`config.mk`:
```
export PLATFORM = sky130hd
export DESIGN_NAME = servo_bus_packet_framer
export DESIGN_NICKNAME = d
export VERILOG_FILES = /design/src/design/sbpf_pkg.sv /design/src/design/servo_bus_packet_framer.sv /design/src/design/sbpf_csr.sv /design/src/design/sbpf_ctrl.sv /design/src/design/sbpf_datapath.sv
export VERILOG_INCLUDE_DIRS = /design/src /design/src/design
export SDC_FILE = /design/constraint.sdc
export NUM_CORES = 2
export LEC_CHECK = 0
export CORE_MARGIN = 3
export CORE_UTILIZATION = 25
export DETAILED_ROUTE_END_ITERATION = 7
export DONT_BUFFER_PORTS = 1
export SYNTH_ARGS = -nofsm -noshare
export SYNTH_HDL_FRONTEND = slang
export SYNTH_HIERARCHICAL = 1
export SYNTH_SLANG_ARGS = --single-unit
```
`constraint.sdc`:
```
create_clock -name clock -period 5 [get_ports clock]
set_input_delay 0 -clock clock [delete_from_list [all_inputs] [get_ports clock]]
set_output_delay 0 -clock clock [all_outputs]
set_load 0.02 [all_outputs]
```
`src/design/servo_bus_packet_framer_assert.svh`:
```
// Assertion macros for the servo bus packet framer.
// Used by the top level only; expects signals named clock and reset in scope.
`ifndef SERVO_BUS_PACKET_FRAMER_ASSERT_SVH
`define SERVO_BUS_PACKET_FRAMER_ASSERT_SVH

// same-cycle implication
`define SBPF_ASSERT_SAME(name, ante, cons, msg) \
   name: assert property (@(posedge clock) disable iff (reset) (ante) |-> (cons)) \
      else $error(msg);

// next-cycle implication
`define SBPF_ASSERT_NEXT(name, ante, cons, msg) \
   name: assert property (@(posedge clock) disable iff (reset) (ante) |=> (cons)) \
      else $error(msg);

`endif

```
`src/design/sbpf_pkg.sv`:
```
// Shared types and constants of the servo bus packet framer.
// No dependencies.
`default_nettype none

package sbpf_pkg;

   localparam int BYTE_W = 8;
   localparam int LEN_W  = 7;    // lengths and counters; read lengths saturate at 127
   localparam int FIX_N  = 7;    // header part of a packet
   localparam int CSR_AW = 5;
   localparam int CSR_DW = 32;

   localparam logic [BYTE_W-1:0] SPEED_CMD_A = 8'h05;
   localparam logic [BYTE_W-1:0] SPEED_CMD_B = 8'h06;
   localparam logic [LEN_W-1:0]  STATUS_LEN  = 7'd9;
   localparam logic [8:0]        READ_EXTRA  = 9'd11;
   localparam logic [LEN_W-1:0]  LEN_SAT     = 7'd127;

   typedef enum logic [1:0] {
      OP_REQ   = 2'd0,
      OP_BUS   = 2'd1,
      OP_ABORT = 2'd2,
      OP_CLEAR = 2'd3
   } op_type;

   typedef enum logic [1:0] {
      KIND_SEND   = 2'd0,
      KIND_ANSWER = 2'd1,
      KIND_STATUS = 2'd2
   } kind_type;

   typedef enum logic [2:0] {
      ST_OK         = 3'd0,
      ST_SPEED      = 3'd1,
      ST_BAD_HEADER = 3'd2,
      ST_BAD_SUM    = 3'd3,
      ST_TOO_LONG   = 3'd4,
      ST_ABORTED    = 3'd5
   } status_type;

   typedef enum logic [2:0] {
      REG_HEADER = 3'd0,
      REG_MASK   = 3'd1,
      REG_EEPROM = 3'd2,
      REG_RAM    = 3'd3,
      REG_STATUS = 3'd4
   } reg_index_type;

   typedef struct packed {
      logic [BYTE_W-1:0] header_byte;
      logic [BYTE_W-1:0] check_mask;
      logic [BYTE_W-1:0] eeprom_read_code;
      logic [BYTE_W-1:0] ram_read_code;
      logic [BYTE_W-1:0] status_code;
   } cfg_type;

   typedef struct packed {
      logic accept;
      logic hdr_fail;
      logic scan_init;
      logic scan_step;
      logic sum_fail;
      logic emit_ans;
      logic emit_load;
      logic stat_load;
   } cmd_type;

   typedef struct packed {
      logic go_stat;
      logic go_emit;
      logic go_achk;
      logic hdr_ok;
      logic scan_done;
      logic sum_ok;
      logic emit_final;
      logic out_free;
   } sts_type;

endpackage

`default_nettype wire

```
`src/design/servo_bus_packet_framer.sv`:
```
// Servo bus packet framer and answer checker (top level).
// Request channel (req_*): one transaction per byte; req_operation selects request byte,
//   received bus byte, abort of the pending wait, or clear all.
// Result channel (rsp_*): bus bytes to send, answer bytes to the host, or one status event;
//   rsp_last_res marks the final result of a run.
// Config (csr_*): five 8-bit registers at byte addresses 0,4,8,12,16; pready is tied high.
// Sequence: a transaction that yields nothing leaves the block idle. A final request byte
//   starts its packet of 7 + n bytes (n data bytes) and sends each byte by a register
//   fetch and a store read. A completed answer first scans the answer store
//   one byte per cycle for the checksum, then emits its bytes the same way. A status
//   event is loaded after a refused request, an abort, an overlong answer, a bad
//   header, or the end of the checksum scan for a bad checksum.
// Only one transaction is in work at a time; req_stall stays high until its last result
//   sits in the output register, so the next one can enter while that result waits.
// Stall on rsp: the output register holds its transaction and the sequencer waits.
// Reset (synchronous): length ring empty, counters zero, registers at defaults;
//   the byte stores are not cleared.
// Depends on sbpf_pkg, sbpf_csr, sbpf_ctrl, sbpf_datapath and the assertion header.
`default_nettype none
`include "servo_bus_packet_framer_assert.svh"

module servo_bus_packet_framer #(
   parameter int MAX_PACKET  = 64,
   parameter int QUEUE_DEPTH = 10
) (
   input  logic                         clock,
   input  logic                         reset,
   // request channel
   input  logic                         req_valid,
   output logic                         req_stall,
   input  logic [1:0]                   req_operation,
   input  logic [sbpf_pkg::BYTE_W-1:0]  req_value,
   input  logic                         req_last,
   // result channel
   output logic                         rsp_valid,
   input  logic                         rsp_stall,
   output logic [1:0]                   rsp_kind,
   output logic [sbpf_pkg::BYTE_W-1:0]  rsp_data,
   output logic [2:0]                   rsp_status,
   output logic                         rsp_last_res,
   output logic                         rsp_answer_pending,
   // configuration port
   input  logic                         csr_psel,
   input  logic                         csr_penable,
   input  logic                         csr_pwrite,
   input  logic [sbpf_pkg::CSR_AW-1:0]  csr_paddr,
   input  logic [sbpf_pkg::CSR_DW-1:0]  csr_pwdata,
   output logic [sbpf_pkg::CSR_DW-1:0]  csr_prdata,
   output logic                         csr_pready
);
   import sbpf_pkg::*;

   cfg_type cfg;
   cmd_type cmd;
   sts_type sts;

   sbpf_csr u_csr (
      .clock       (clock),
      .reset       (reset),
      .csr_psel    (csr_psel),
      .csr_penable (csr_penable),
      .csr_pwrite  (csr_pwrite),
      .csr_paddr   (csr_paddr),
      .csr_pwdata  (csr_pwdata),
      .csr_prdata  (csr_prdata),
      .csr_pready  (csr_pready),
      .cfg         (cfg)
   );

   // sequencer: idle/accept, header check, checksum scan, fetch/emit, status
   sbpf_ctrl u_ctrl (
      .clock     (clock),
      .reset     (reset),
      .req_valid (req_valid),
      .req_stall (req_stall),
      .sts       (sts),
      .cmd       (cmd)
   );

   // stores, length ring, checksum accumulator and output register
   sbpf_datapath #(
      .MAX_PACKET  (MAX_PACKET),
      .QUEUE_DEPTH (QUEUE_DEPTH)
   ) u_dp (
      .clock              (clock),
      .reset              (reset),
      .cfg                (cfg),
      .cmd                (cmd),
      .sts                (sts),
      .req_operation      (req_operation),
      .req_value          (req_value),
      .req_last           (req_last),
      .rsp_valid          (rsp_valid),
      .rsp_stall          (rsp_stall),
      .rsp_kind           (rsp_kind),
      .rsp_data           (rsp_data),
      .rsp_status         (rsp_status),
      .rsp_last_res       (rsp_last_res),
      .rsp_answer_pending (rsp_answer_pending)
   );

   // status events always close a run
   `SBPF_ASSERT_SAME(a_status_last, rsp_valid && (rsp_kind == KIND_STATUS), rsp_last_res, "status event without last_res")
   // byte results carry ok status
   `SBPF_ASSERT_SAME(a_byte_ok, rsp_valid && (rsp_kind != KIND_STATUS), (rsp_status == ST_OK), "byte result with nonzero status")
   // a clear-all transaction yields nothing, so the block is ready again at once
   `SBPF_ASSERT_NEXT(a_clear_idle, req_valid && !req_stall && (req_operation == OP_CLEAR), !req_stall, "busy after clear")

endmodule

`default_nettype wire

```
`src/design/sbpf_csr.sv`:
```
// Configuration registers with an APB-style access port.
// Depends on sbpf_pkg.
`default_nettype none

module sbpf_csr (
   input  logic                         clock,
   input  logic                         reset,
   input  logic                         csr_psel,
   input  logic                         csr_penable,
   input  logic                         csr_pwrite,
   input  logic [sbpf_pkg::CSR_AW-1:0]  csr_paddr,
   input  logic [sbpf_pkg::CSR_DW-1:0]  csr_pwdata,
   output logic [sbpf_pkg::CSR_DW-1:0]  csr_prdata,
   output logic                         csr_pready,
   output sbpf_pkg::cfg_type            cfg
);
   import sbpf_pkg::*;

   cfg_type       cfg_ff, cfg_in;
   reg_index_type idx;
   logic          wr;

   assign idx = reg_index_type'(csr_paddr[CSR_AW-1:2]);
   assign wr  = csr_psel && csr_penable && csr_pwrite;

   always_comb begin
      cfg_in = cfg_ff;
      if (wr) begin
         unique case (idx)
            REG_HEADER: cfg_in.header_byte      = csr_pwdata[BYTE_W-1:0];
            REG_MASK:   cfg_in.check_mask       = csr_pwdata[BYTE_W-1:0];
            REG_EEPROM: cfg_in.eeprom_read_code = csr_pwdata[BYTE_W-1:0];
            REG_RAM:    cfg_in.ram_read_code    = csr_pwdata[BYTE_W-1:0];
            REG_STATUS: cfg_in.status_code      = csr_pwdata[BYTE_W-1:0];
            default:    cfg_in = cfg_ff;
         endcase
      end
   end

   always_ff @(posedge clock) begin
      if (reset) begin
         cfg_ff.header_byte      <= 8'd255;
         cfg_ff.check_mask       <= 8'd254;
         cfg_ff.eeprom_read_code <= 8'd2;
         cfg_ff.ram_read_code    <= 8'd4;
         cfg_ff.status_code      <= 8'd7;
      end else begin
         cfg_ff <= cfg_in;
      end
   end

   always_comb begin
      csr_prdata = '0;
      unique case (idx)
         REG_HEADER: csr_prdata[BYTE_W-1:0] = cfg_ff.header_byte;
         REG_MASK:   csr_prdata[BYTE_W-1:0] = cfg_ff.check_mask;
         REG_EEPROM: csr_prdata[BYTE_W-1:0] = cfg_ff.eeprom_read_code;
         REG_RAM:    csr_prdata[BYTE_W-1:0] = cfg_ff.ram_read_code;
         REG_STATUS: csr_prdata[BYTE_W-1:0] = cfg_ff.status_code;
         default:    csr_prdata = '0;
      endcase
   end

   assign csr_pready = 1'b1;
   assign cfg        = cfg_ff;

endmodule

`default_nettype wire

```
`src/design/sbpf_ctrl.sv`:
```
// Controller state machine: sequences accept, answer check and emission.
// Depends on sbpf_pkg.
`default_nettype none

module sbpf_ctrl (
   input  logic              clock,
   input  logic              reset,
   input  logic              req_valid,
   output logic              req_stall,
   input  sbpf_pkg::sts_type sts,
   output sbpf_pkg::cmd_type cmd
);
   import sbpf_pkg::*;

   typedef enum logic [6:0] {
      S_IDLE  = 7'b0000001,
      S_ACHK  = 7'b0000010,
      S_SCAN  = 7'b0000100,
      S_AVER  = 7'b0001000,
      S_FETCH = 7'b0010000,
      S_EMIT  = 7'b0100000,
      S_STAT  = 7'b1000000
   } state_type;

   state_type state_ff, state_in;

   always_comb begin
      cmd      = '0;
      state_in = state_ff;
      unique case (state_ff)
         S_IDLE: begin
            cmd.accept = req_valid;
            if (req_valid) begin
               priority if (sts.go_stat) state_in = S_STAT;
               else if (sts.go_emit)     state_in = S_FETCH;
               else if (sts.go_achk)     state_in = S_ACHK;
               else                      state_in = S_IDLE;
            end
         end
         S_ACHK: begin
            if (sts.hdr_ok) begin
               cmd.scan_init = 1'b1;
               state_in      = S_SCAN;
            end else begin
               cmd.hdr_fail = 1'b1;
               state_in     = S_STAT;
            end
         end
         S_SCAN: begin
            cmd.scan_step = 1'b1;
            if (sts.scan_done) state_in = S_AVER;
         end
         S_AVER: begin
            if (sts.sum_ok) begin
               cmd.emit_ans = 1'b1;
               state_in     = S_FETCH;
            end else begin
               cmd.sum_fail = 1'b1;
               state_in     = S_STAT;
            end
         end
         S_FETCH: state_in = S_EMIT;
         S_EMIT: begin
            if (sts.out_free) begin
               cmd.emit_load = 1'b1;
               state_in      = sts.emit_final ? S_IDLE : S_FETCH;
            end
         end
         S_STAT: begin
            if (sts.out_free) begin
               cmd.stat_load = 1'b1;
               state_in      = S_IDLE;
            end
         end
         default: state_in = S_IDLE;
      endcase
   end

   always_ff @(posedge clock) begin
      if (reset) state_ff <= S_IDLE;
      else       state_ff <= state_in;
   end

   assign req_stall = (state_ff != S_IDLE);

endmodule

`default_nettype wire

```
`src/design/sbpf_datapath.sv`:
```
// Datapath: request and answer stores, length ring, checksum scan, result register.
// Depends on sbpf_pkg.
`default_nettype none

module sbpf_datapath #(
   parameter int MAX_PACKET  = 64,
   parameter int QUEUE_DEPTH = 10
) (
   input  logic                         clock,
   input  logic                         reset,
   input  sbpf_pkg::cfg_type            cfg,
   input  sbpf_pkg::cmd_type            cmd,
   output sbpf_pkg::sts_type            sts,
   input  logic [1:0]                   req_operation,
   input  logic [sbpf_pkg::BYTE_W-1:0]  req_value,
   input  logic                         req_last,
   output logic                         rsp_valid,
   input  logic                         rsp_stall,
   output logic [1:0]                   rsp_kind,
   output logic [sbpf_pkg::BYTE_W-1:0]  rsp_data,
   output logic [2:0]                   rsp_status,
   output logic                         rsp_last_res,
   output logic                         rsp_answer_pending
);
   import sbpf_pkg::*;

   localparam int AW = $clog2(MAX_PACKET);
   localparam int QW = (QUEUE_DEPTH > 1) ? $clog2(QUEUE_DEPTH) : 1;
   localparam logic [LEN_W-1:0] REQ_LIM = LEN_W'(MAX_PACKET - 5);
   localparam logic [LEN_W-1:0] PKT_MAX = LEN_W'(MAX_PACKET);
   localparam logic [QW-1:0]    Q_LAST  = QW'(QUEUE_DEPTH - 1);
   localparam logic [LEN_W-1:0] L0 = 7'd0, L1 = 7'd1, L2 = 7'd2, L3 = 7'd3;
   localparam logic [LEN_W-1:0] L4 = 7'd4, L5 = 7'd5, L6 = 7'd6, L7 = 7'd7;

   op_type op;
   assign op = op_type'(req_operation);

   // stores
   logic [BYTE_W-1:0] req_mem [MAX_PACKET];
   logic [BYTE_W-1:0] ans_mem [MAX_PACKET];
   logic [BYTE_W-1:0] req_rdata_ff, ans_rdata_ff;
   logic [AW-1:0]     req_raddr, ans_raddr;

   // request collection
   logic [LEN_W-1:0]  req_cnt_ff, req_cnt_in;
   logic [BYTE_W-1:0] req_xor_ff, req_xor_in;
   logic              req_blk_ff, req_blk_in;
   logic              req_spd_ff, req_spd_in;
   logic [2:0]        req_ph5_ff, req_ph5_in;
   logic [BYTE_W-1:0] req_addr_ff, req_addr_in;
   logic [BYTE_W-1:0] req_cmd_ff, req_cmd_in;
   logic [BYTE_W-1:0] req_d1_ff, req_d1_in;

   // answer collection and length ring
   logic [BYTE_W-1:0] ansb_ff [FIX_N];
   logic [LEN_W-1:0]  ans_cnt_ff, ans_cnt_in;
   logic [LEN_W-1:0]  alen_ff, alen_in;
   logic [LEN_W-1:0]  lens_ff [QUEUE_DEPTH];
   logic [QW-1:0]     rd_slot_ff, rd_slot_in, wr_slot_ff, wr_slot_in;

   // scan and emission
   logic [LEN_W-1:0]  scan_idx_ff, scan_idx_in;
   logic              scan_vld_ff, scan_vld_in;
   logic [BYTE_W-1:0] acc_ff, acc_in;
   logic [BYTE_W-1:0] fix_ff [FIX_N];
   logic [LEN_W-1:0]  req_end_ff, req_end_in;
   logic [LEN_W-1:0]  pos_ff, pos_in;
   logic              mode_ans_ff, mode_ans_in;
   status_type        stat_ff, stat_in;

   // result register
   logic              out_vld_ff, out_vld_in;
   logic [1:0]        out_kind_ff;
   logic [BYTE_W-1:0] out_data_ff;
   logic [2:0]        out_stat_ff;
   logic              out_last_ff, out_pend_ff;

   // ---- request byte ----
   logic              req_wr, req_data_wr, spd_hit, is_read;
   logic [LEN_W-1:0]  data_i, cnt_n, dsize;
   logic [BYTE_W-1:0] xor_n, addr_n, cmd_n, d1_n, addr_e, cmd_e, d1_e, size8, c1, c2;
   logic              blk_n, spd_n;
   logic [2:0]        ph5_n;
   logic [8:0]        sum9;
   logic [LEN_W-1:0]  qlen;

   assign req_wr      = req_cnt_ff < REQ_LIM;
   assign req_data_wr = req_wr && (req_cnt_ff >= L2);
   assign data_i      = req_cnt_ff - L2;
   assign spd_hit     = req_data_wr && req_value[1] &&
                        (((req_cmd_ff == SPEED_CMD_A) && (req_ph5_ff == 3'd2)) ||
                         ((req_cmd_ff == SPEED_CMD_B) && (data_i[1:0] == 2'd3)));
   assign cnt_n  = req_wr ? req_cnt_ff + L1 : req_cnt_ff;
   assign blk_n  = req_blk_ff || !req_wr;
   assign spd_n  = req_spd_ff || spd_hit;
   assign xor_n  = req_data_wr ? (req_xor_ff ^ req_value) : req_xor_ff;
   assign addr_n = (req_wr && (req_cnt_ff == L0)) ? req_value : req_addr_ff;
   assign cmd_n  = (req_wr && (req_cnt_ff == L1)) ? req_value : req_cmd_ff;
   assign d1_n   = (req_wr && (req_cnt_ff == L3)) ? req_value : req_d1_ff;
   assign ph5_n  = !req_data_wr ? req_ph5_ff : ((req_ph5_ff == 3'd4) ? 3'd0 : req_ph5_ff + 3'd1);

   assign addr_e = (cnt_n >= L1) ? addr_n : '0;
   assign cmd_e  = (cnt_n >= L2) ? cmd_n : '0;
   assign d1_e   = (cnt_n >= L4) ? d1_n : '0;
   assign dsize  = (cnt_n > L2) ? cnt_n - L2 : L0;
   assign size8  = BYTE_W'(dsize + L7);
   assign c1     = (size8 ^ addr_e ^ cmd_e ^ xor_n) & cfg.check_mask;
   assign c2     = (~c1) & cfg.check_mask;
   assign is_read = (cnt_n >= L2) && ((cmd_e == cfg.status_code) ||
                    (cmd_e == cfg.eeprom_read_code) || (cmd_e == cfg.ram_read_code));
   assign sum9   = {1'b0, d1_e} + READ_EXTRA;
   assign qlen   = (cmd_e == cfg.status_code) ? STATUS_LEN :
                   ((sum9 > {2'b00, LEN_SAT}) ? LEN_SAT : sum9[LEN_W-1:0]);

   // ---- bus byte ----
   logic [LEN_W-1:0] head, acnt_n;
   logic             head_nz, ans_wr, ans_full, ans_over;

   assign head     = lens_ff[rd_slot_ff];
   assign head_nz  = (head != L0);
   assign ans_wr   = ans_cnt_ff < PKT_MAX;
   assign acnt_n   = ans_wr ? ans_cnt_ff + L1 : ans_cnt_ff;
   assign ans_full = acnt_n >= head;
   assign ans_over = acnt_n >= PKT_MAX;

   logic go_stat, go_emit, go_achk, acc_go;
   logic clear_all, push, pop;

   assign go_emit = (op == OP_REQ) && req_last && !blk_n && !spd_n;
   assign go_achk = (op == OP_BUS) && head_nz && ans_full;
   assign go_stat = ((op == OP_REQ) && req_last && (blk_n || spd_n)) ||
                    ((op == OP_BUS) && head_nz && !ans_full && ans_over) ||
                    ((op == OP_ABORT) && head_nz);
   assign acc_go    = cmd.accept;
   assign clear_all = acc_go && (op == OP_CLEAR);
   assign push      = acc_go && go_emit && is_read;
   assign pop       = acc_go && (go_achk || ((op == OP_BUS) && head_nz && ans_over && !ans_full) ||
                                 ((op == OP_ABORT) && head_nz));

   // ---- scan ----
   logic             scan_issue, scan_more;
   logic [BYTE_W-1:0] chk1;

   assign scan_more  = scan_idx_ff < alen_ff;
   assign scan_issue = cmd.scan_step && scan_more;
   assign chk1       = acc_ff & cfg.check_mask;

   // ---- emission ----
   logic [BYTE_W-1:0] emit_byte;
   logic              emit_last, emit_done, out_free;

   // emit_last is the flag sent with the byte; emit_done ends the run (a packet with
   // no data flags both check bytes, but the run ends on the second one)
   always_comb begin
      if (pos_ff < L7) begin
         emit_byte = mode_ans_ff ? ansb_ff[pos_ff[2:0]] : fix_ff[pos_ff[2:0]];
      end else begin
         emit_byte = mode_ans_ff ? ans_rdata_ff : req_rdata_ff;
      end
      if (mode_ans_ff) begin
         emit_last = ((pos_ff == L4) && (alen_ff <= L7)) ||
                     ((pos_ff >= L7) && (pos_ff + L1 == alen_ff));
         emit_done = emit_last;
      end else begin
         emit_last = (((pos_ff == L5) || (pos_ff == L6)) && (req_end_ff == L7)) ||
                     ((pos_ff >= L7) && (pos_ff + L1 == req_end_ff));
         emit_done = ((pos_ff == L6) && (req_end_ff == L7)) ||
                     ((pos_ff >= L7) && (pos_ff + L1 == req_end_ff));
      end
   end

   assign out_free = !out_vld_ff || !rsp_stall;

   assign req_raddr = (pos_ff >= L7) ? AW'(pos_ff - L5) : '0;
   assign ans_raddr = scan_issue ? AW'(scan_idx_ff) : ((pos_ff >= L7) ? AW'(pos_ff) : '0);

   always_ff @(posedge clock) begin
      if (acc_go && (op == OP_REQ) && req_wr) req_mem[AW'(req_cnt_ff)] <= req_value;
      if (acc_go && (op == OP_BUS) && head_nz && ans_wr) ans_mem[AW'(ans_cnt_ff)] <= req_value;
      req_rdata_ff <= req_mem[req_raddr];
      ans_rdata_ff <= ans_mem[ans_raddr];
   end

   // ---- next-state logic ----
   always_comb begin
      req_cnt_in  = req_cnt_ff;
      req_xor_in  = req_xor_ff;
      req_blk_in  = req_blk_ff;
      req_spd_in  = req_spd_ff;
      req_ph5_in  = req_ph5_ff;
      req_addr_in = req_addr_ff;
      req_cmd_in  = req_cmd_ff;
      req_d1_in   = req_d1_ff;
      if (acc_go && (op == OP_REQ)) begin
         req_addr_in = addr_n;
         req_cmd_in  = cmd_n;
         req_d1_in   = d1_n;
         if (req_last) begin
            req_cnt_in = L0;
            req_xor_in = '0;
            req_blk_in = 1'b0;
            req_spd_in = 1'b0;
            req_ph5_in = 3'd0;
         end else begin
            req_cnt_in = cnt_n;
            req_xor_in = xor_n;
            req_blk_in = blk_n;
            req_spd_in = spd_n;
            req_ph5_in = ph5_n;
         end
      end else if (clear_all) begin
         req_cnt_in = L0;
         req_xor_in = '0;
         req_blk_in = 1'b0;
         req_spd_in = 1'b0;
         req_ph5_in = 3'd0;
      end

      ans_cnt_in = ans_cnt_ff;
      if (clear_all || pop) ans_cnt_in = L0;
      else if (acc_go && (op == OP_BUS) && head_nz) ans_cnt_in = acnt_n;

      alen_in = (acc_go && go_achk) ? head : alen_ff;

      rd_slot_in = rd_slot_ff;
      if (clear_all) rd_slot_in = '0;
      else if (pop) rd_slot_in = (rd_slot_ff == Q_LAST) ? '0 : rd_slot_ff + QW'(1);
      wr_slot_in = wr_slot_ff;
      if (clear_all) wr_slot_in = '0;
      else if (push) wr_slot_in = (wr_slot_ff == Q_LAST) ? '0 : wr_slot_ff + QW'(1);

      scan_idx_in = scan_idx_ff;
      scan_vld_in = scan_vld_ff;
      acc_in      = acc_ff;
      if (cmd.scan_init) begin
         scan_idx_in = L7;
         scan_vld_in = 1'b0;
         acc_in      = ansb_ff[2] ^ ansb_ff[3] ^ ansb_ff[4];
      end else if (cmd.scan_step) begin
         scan_idx_in = scan_issue ? scan_idx_ff + L1 : scan_idx_ff;
         scan_vld_in = scan_issue;
         if (scan_vld_ff) acc_in = acc_ff ^ ans_rdata_ff;
      end

      req_end_in  = (acc_go && go_emit) ? dsize + L7 : req_end_ff;
      pos_in      = pos_ff;
      mode_ans_in = mode_ans_ff;
      if (acc_go && go_emit) begin
         pos_in      = L0;
         mode_ans_in = 1'b0;
      end else if (cmd.emit_ans) begin
         pos_in      = L3;
         mode_ans_in = 1'b1;
      end else if (cmd.emit_load) begin
         pos_in = (mode_ans_ff && (pos_ff == L4)) ? L7 : pos_ff + L1;
      end

      stat_in = stat_ff;
      if (acc_go) begin
         unique case (op)
            OP_REQ:   stat_in = blk_n ? ST_TOO_LONG : ST_SPEED;
            OP_BUS:   stat_in = ST_TOO_LONG;
            OP_ABORT: stat_in = ST_ABORTED;
            OP_CLEAR: stat_in = stat_ff;
         endcase
      end else if (cmd.hdr_fail) begin
         stat_in = ST_BAD_HEADER;
      end else if (cmd.sum_fail) begin
         stat_in = ST_BAD_SUM;
      end

      out_vld_in = (cmd.emit_load || cmd.stat_load) ? 1'b1 : (out_vld_ff && rsp_stall);
   end

   // ---- registers ----
   always_ff @(posedge clock) begin
      if (reset) begin
         req_cnt_ff  <= L0;
         req_xor_ff  <= '0;
         req_blk_ff  <= 1'b0;
         req_spd_ff  <= 1'b0;
         req_ph5_ff  <= 3'd0;
         ans_cnt_ff  <= L0;
         rd_slot_ff  <= '0;
         wr_slot_ff  <= '0;
         scan_vld_ff <= 1'b0;
         out_vld_ff  <= 1'b0;
      end else begin
         req_cnt_ff  <= req_cnt_in;
         req_xor_ff  <= req_xor_in;
         req_blk_ff  <= req_blk_in;
         req_spd_ff  <= req_spd_in;
         req_ph5_ff  <= req_ph5_in;
         ans_cnt_ff  <= ans_cnt_in;
         rd_slot_ff  <= rd_slot_in;
         wr_slot_ff  <= wr_slot_in;
         scan_vld_ff <= scan_vld_in;
         out_vld_ff  <= out_vld_in;
      end
   end

   always_ff @(posedge clock) begin
      for (int k = 0; k < QUEUE_DEPTH; k++) begin
         if (reset || clear_all) begin
            lens_ff[k] <= L0;
         end else if (push && (wr_slot_ff == QW'(k))) begin
            lens_ff[k] <= qlen;
         end else if (pop && (rd_slot_ff == QW'(k))) begin
            lens_ff[k] <= L0;
         end
      end
   end

   always_ff @(posedge clock) begin
      req_addr_ff <= req_addr_in;
      req_cmd_ff  <= req_cmd_in;
      req_d1_ff   <= req_d1_in;
      alen_ff     <= alen_in;
      scan_idx_ff <= scan_idx_in;
      acc_ff      <= acc_in;
      req_end_ff  <= req_end_in;
      pos_ff      <= pos_in;
      mode_ans_ff <= mode_ans_in;
      stat_ff     <= stat_in;
      if (acc_go && (op == OP_BUS) && head_nz && (ans_cnt_ff < L7)) begin
         ansb_ff[ans_cnt_ff[2:0]] <= req_value;
      end
      if (acc_go && go_emit) begin
         fix_ff[0] <= cfg.header_byte;
         fix_ff[1] <= cfg.header_byte;
         fix_ff[2] <= size8;
         fix_ff[3] <= addr_e;
         fix_ff[4] <= cmd_e;
         fix_ff[5] <= c1;
         fix_ff[6] <= c2;
      end
      if (cmd.emit_load) begin
         out_kind_ff <= mode_ans_ff ? KIND_ANSWER : KIND_SEND;
         out_data_ff <= emit_byte;
         out_stat_ff <= ST_OK;
         out_last_ff <= emit_last;
         out_pend_ff <= head_nz;
      end else if (cmd.stat_load) begin
         out_kind_ff <= KIND_STATUS;
         out_data_ff <= '0;
         out_stat_ff <= stat_ff;
         out_last_ff <= 1'b1;
         out_pend_ff <= head_nz;
      end
   end

   always_comb begin
      sts.go_stat    = go_stat;
      sts.go_emit    = go_emit;
      sts.go_achk    = go_achk;
      sts.hdr_ok     = (ansb_ff[0] == cfg.header_byte) && (ansb_ff[1] == cfg.header_byte) &&
                       (ansb_ff[2] == {1'b0, alen_ff});
      sts.scan_done  = !scan_more && !scan_vld_ff;
      sts.sum_ok     = (ansb_ff[5] == chk1) && (ansb_ff[6] == ((~chk1) & cfg.check_mask));
      sts.emit_final = emit_done;
      sts.out_free   = out_free;
   end

   assign rsp_valid          = out_vld_ff;
   assign rsp_kind           = out_kind_ff;
   assign rsp_data           = out_data_ff;
   assign rsp_status         = out_stat_ff;
   assign rsp_last_res       = out_last_ff;
   assign rsp_answer_pending = out_pend_ff;

endmodule

`default_nettype wire

```
==> results.toml <==
[yosys]
synth_top_cells_by_area = "sky130_fd_sc_hd__edfxtp_1, sky130_fd_sc_hd__nand2_1, sky130_fd_sc_hd__dfxtp_1"
synth_cells = 4860
syn-cell-area_um2 = 60420
synth-main-ff-cell = "sky130_fd_sc_hd__edfxtp_1"
yosys.cell_types.count = 104
synth_top_area_share_pct = 62.63
number_of_warnings_issued_by_yosys = 6
synth-seq-area-share_pct = 66.67
synth_largest_area_cell = "sky130_fd_sc_hd__edfxtp_1"
ys_async_rst_share_pct = 0
synth_seq_cells = 1382
synth_enable_flop_cells = 1260
syn-mean-instance-area_um2 = 12.43

[die]
floorplan.die_area_um2 = 247600
die_h_um = 497.6
fp.coreArea_um2 = 239200
die_extent_in_x_um = 497.6
floorplan.io_pins = 105
starting_utilization_of_the_core_area_pct = 25.26
core.rowCount = 179

[placement]
detailed_place.area_um2 = 64480
port-buffer-count = 0
place.gp.congestion = 0.8766
detailed_place_hpwl_um = 109300

[cells_and_area]
syn2layout_area_growth_pct = 15.84
final_core_utilization_pct = 29.26
post_route_cells_drive_above_1_share_pct = 9.500
mostFrequentLayoutCells = "sky130_fd_sc_hd__edfxtp_1, sky130_fd_sc_hd__nand2_1, sky130_fd_sc_hd__nor2_1"
final_common_cell = "sky130_fd_sc_hd__edfxtp_1"
fin_nets = 5060
fin_area_um2 = 69990

[power]
cellLeakagePower_nw = 23.37
p_int_mw = 19.15
finalPower_mw = 24.36
power.share.sequential_pct = 52.6
share_clk_of_total_power_pct = 43.5
max-vdd-ir-drop_mv = 0.3471
power.switching_mw = 5.210
power_switching_share_pct = 21.39
pwr-share-comb_pct = 3.9
power_density_nw_per_um2 = 348.1

[critical_path]
r2r_setup_slack_ns = 0.30
worstSetupStartpointType = "flop"
critPathArrivalTime_ns = 5.17
reg2reg_from = "u_dp/req_cnt_ff[5]"
criticalPathCategory = "flop to flop"
cp_max_fo = 15
cp-end-kind = "flop"
worst_r2r_endpoint = "u_dp/lens_ff[1][4]"
critPathLaunch = "u_dp/req_cnt_ff[5]"
reg2regPathDepth = 15
critical_path_required_ns = 5.47

[timing]
relSlewSlack_pct = 19.00
final_min_period_over_clock_period_pct = 93.95
timing_hold_violations_final = 0
final-setup-viol-count = 0
max_freq_mhz = 212.9
timing.final.max_slew_violations = 0
setup_total_negative_slack_ns = 0
clock-skew-final_ns = 0.03196
unrepaired_setup_endpoints_after_global_routing = "no"
fin_crit_ns = 4.698
worst_slew_pin_slew_ns = 1.215

[routing]
post_drt_via_cell_ratio = 4.888
detailroute.via_count = 40402
drt_first_iter_violations = 4729
postRouteWirelength_um = 176300
route.detailed.drc = 0
routed_wire_length_per_instance_um = 21.33
detail-route-antenna-nets = 0
drt_pass1_iterations = 6

[global_route]
grtUsageTotal_pct = 13.76
grt.overflow.total = 0
grt_max_degree = 142
grt_pass1_vias = 39044
grt_pass1_wl_um = 260000
antenna_found_initial = 17

[cts]
tritoncts = "built"
cts.sinks = 1382
clock_tree.root_cell = "sky130_fd_sc_hd__clkbuf_16"
clk_pin_slew_worst_paths_ns = 0.06
clock_latency_ns = 0.79
h-tree-depth = 4
cts.repair.resized = 0
cts_made_buffers = 143
clockBufferDepth = 3
cts_setup_buffers = 0

[min_path]
worstHoldPathCells = 3
worst_hold_end = "u_csr/cfg[16]"
hold_path_class = "primary input to flop"
hp-start = "csr_pwdata[0]"

[status]
result_of_the_run = "finished clean"

[flow_run]
drv.max_cap_violation_count = 0
[power by group through the flow]
stage | Combinational, mW | Sequential [mW] | Clock, mW
5_1_grt | 1.01 | 12.8 | 11.3
2_1_floorplan | 0.557 | 13.0 | 0
6_report | 0.939 | 12.8 | 10.6
4_1_cts | 0.936 | 12.8 | 10.8
3_3_place_gp | 0.676 | 13.0 | 0
3_5_place_dp | 0.684 | 13.1 | 0
[stage by stage]
| stage | setup slack, ns | cells | hold slack, ns |
|---|---|---|---|
| final | 0.3023 | 8266 | 0.08324 |
| after global placement | 0.4278 | 7923 | 0.07969 |
| after CTS | 0.3683 | 8251 | 0.0005879 |
| after global routing | 0.002955 | 8253 | 0.05750 |
| after floorplan | 0.5321 | 4930 | 0.06907 |
| after detailed placement | 0.4204 | 7923 | 0.08372 |
[state kept, by name, indices dropped and copies added, names as in the netlist, 8 cells and up, named ones only]
name               count
u_dp/fix_ff           42
u_dp/req_d1_ff         8
u_dp/ans_mem         512
u_dp/ans_rdata_ff      8
u_dp/req_xor_ff        8
u_dp/acc_ff            8
u_dp/rsp_data          8
u_csr/cfg             40
u_dp/req_rdata_ff      8
u_dp/lens_ff          70
u_dp/req_cmd_ff        8
u_dp/req_addr_ff       8
u_dp/ansb_ff          64
u_dp/req_mem         512
[routing by layer]
layer	vias up	wire length [um]	GRT usage, %
li1	18192	-	-
met1	20116	73300	18.53
met2	1762	81350	21.92
met3	332	14980	2.606
met4	0	6704	5.245
met5	-	0	0
[logic make-up (layout without fill, tap and decap cells)]
group | after synthesis | after routing | share of synthesized area, %
buffers and inverters | 383 | 537 | 2.781
other | 3 | 88 | 0.01864
DFF | 1382 | 1382 | 66.67
muxes | 256 | 256 | 5.165
AOI/OAI and AO/OA | 694 | 694 | 7.772
and+or+nand+nor | 1977 | 1977 | 14.98
xor gates and xnor gates | 128 | 128 | 1.856
adders and majority gates | 37 | 37 | 0.7621
[Yosys cell counts, types with 8 or more instances]
| master | instances |
|---|---|
| sky130_fd_sc_hd__and2_1 | 21 |
| sky130_fd_sc_hd__clkbuf_1 | 182 |
| sky130_fd_sc_hd__nand3_1 | 241 |
| sky130_fd_sc_hd__nor2b_1 | 35 |
| sky130_fd_sc_hd__nand3b_1 | 10 |
| sky130_fd_sc_hd__ha_1 | 36 |
| sky130_fd_sc_hd__o32ai_1 | 15 |
| sky130_fd_sc_hd__dfxtp_1 | 122 |
| sky130_fd_sc_hd__a21oi_1 | 164 |
| sky130_fd_sc_hd__o221ai_1 | 18 |
| sky130_fd_sc_hd__nor3b_1 | 10 |
| sky130_fd_sc_hd__mux2i_1 | 190 |
| sky130_fd_sc_hd__nor3_1 | 106 |
| sky130_fd_sc_hd__buf_1 | 39 |
| sky130_fd_sc_hd__a311oi_1 | 100 |
| sky130_fd_sc_hd__and3_1 | 85 |
| sky130_fd_sc_hd__nand2b_1 | 60 |
| sky130_fd_sc_hd__nand4b_1 | 9 |
| sky130_fd_sc_hd__a31oi_1 | 64 |
| sky130_fd_sc_hd__nor2_1 | 377 |
| sky130_fd_sc_hd__or2_1 | 11 |
| sky130_fd_sc_hd__or2_2 | 8 |
| sky130_fd_sc_hd__o22ai_1 | 32 |
| sky130_fd_sc_hd__nor4_1 | 32 |
| sky130_fd_sc_hd__o21ai_0 | 117 |
| sky130_fd_sc_hd__a21o_1 | 8 |
| sky130_fd_sc_hd__mux4_2 | 40 |
| sky130_fd_sc_hd__xnor2_1 | 74 |
| sky130_fd_sc_hd__nand2_1 | 866 |
| sky130_fd_sc_hd__mux2_2 | 21 |
| sky130_fd_sc_hd__a211oi_1 | 47 |
| sky130_fd_sc_hd__inv_1 | 66 |
| sky130_fd_sc_hd__edfxtp_1 | 1260 |
| sky130_fd_sc_hd__buf_2 | 55 |
| sky130_fd_sc_hd__nand4_1 | 30 |
| sky130_fd_sc_hd__or3_1 | 32 |
| sky130_fd_sc_hd__a32oi_1 | 12 |
| sky130_fd_sc_hd__buf_4 | 34 |
| sky130_fd_sc_hd__a31o_2 | 9 |
| sky130_fd_sc_hd__o21ai_1 | 12 |
| sky130_fd_sc_hd__xor2_1 | 54 |
[worst max-delay path by stage]
stage          cells after the start                 end
3_5_place_dp                      16  u_dp/lens_ff[1][4]
6_report                          15  u_dp/lens_ff[1][4]
3_3_place_gp                      15  u_dp/lens_ff[0][3]
2_1_floorplan                     17  u_dp/lens_ff[4][0]
4_1_cts                           16  u_dp/lens_ff[1][3]
5_1_grt                           15  u_dp/lens_ff[0][3]
[worst max-delay path, cell delays in order (launching register included)]
cell and delay, ns:
sky130_fd_sc_hd__dfxtp_1 0.64, sky130_fd_sc_hd__nand3_1 0.28, sky130_fd_sc_hd__nand4_1 0.19, sky130_fd_sc_hd__o21ai_0 0.17
sky130_fd_sc_hd__ha_1 0.26, sky130_fd_sc_hd__nand2b_1 0.08, sky130_fd_sc_hd__o32ai_1 0.08, sky130_fd_sc_hd__buf_4 0.17
sky130_fd_sc_hd__or3_1 0.59, sky130_fd_sc_hd__o32ai_1 0.24, sky130_fd_sc_hd__o21ai_1 0.14, sky130_fd_sc_hd__o32ai_2 0.53
sky130_fd_sc_hd__o21ai_2 0.22, sky130_fd_sc_hd__or3_4 0.40, sky130_fd_sc_hd__o21ai_1 0.18, sky130_fd_sc_hd__buf_4 0.21
[final cells by class]
class / instances / area [um^2]
Inverter: 66 / 247.7
Clock inverter: 60 / 634.4
Timing Repair Buffer: 211 / 2012
Sequential cell: 1382 / 40280
Clock buffer: 200 / 3994
Tap cell: 3167 / 3963
Antenna cell: 15 / 37.54
Fill cell: 24177 / 169200
Multi-Input combinational cell: 3165 / 18810
[repair_timing]
item                                   in CTS  in global routing
endpoints found under the hold margin    1326                  0
setup endpoints to repair                   0                  0
hold buffers                               68                  0
(Power assumes the default switching activity.)
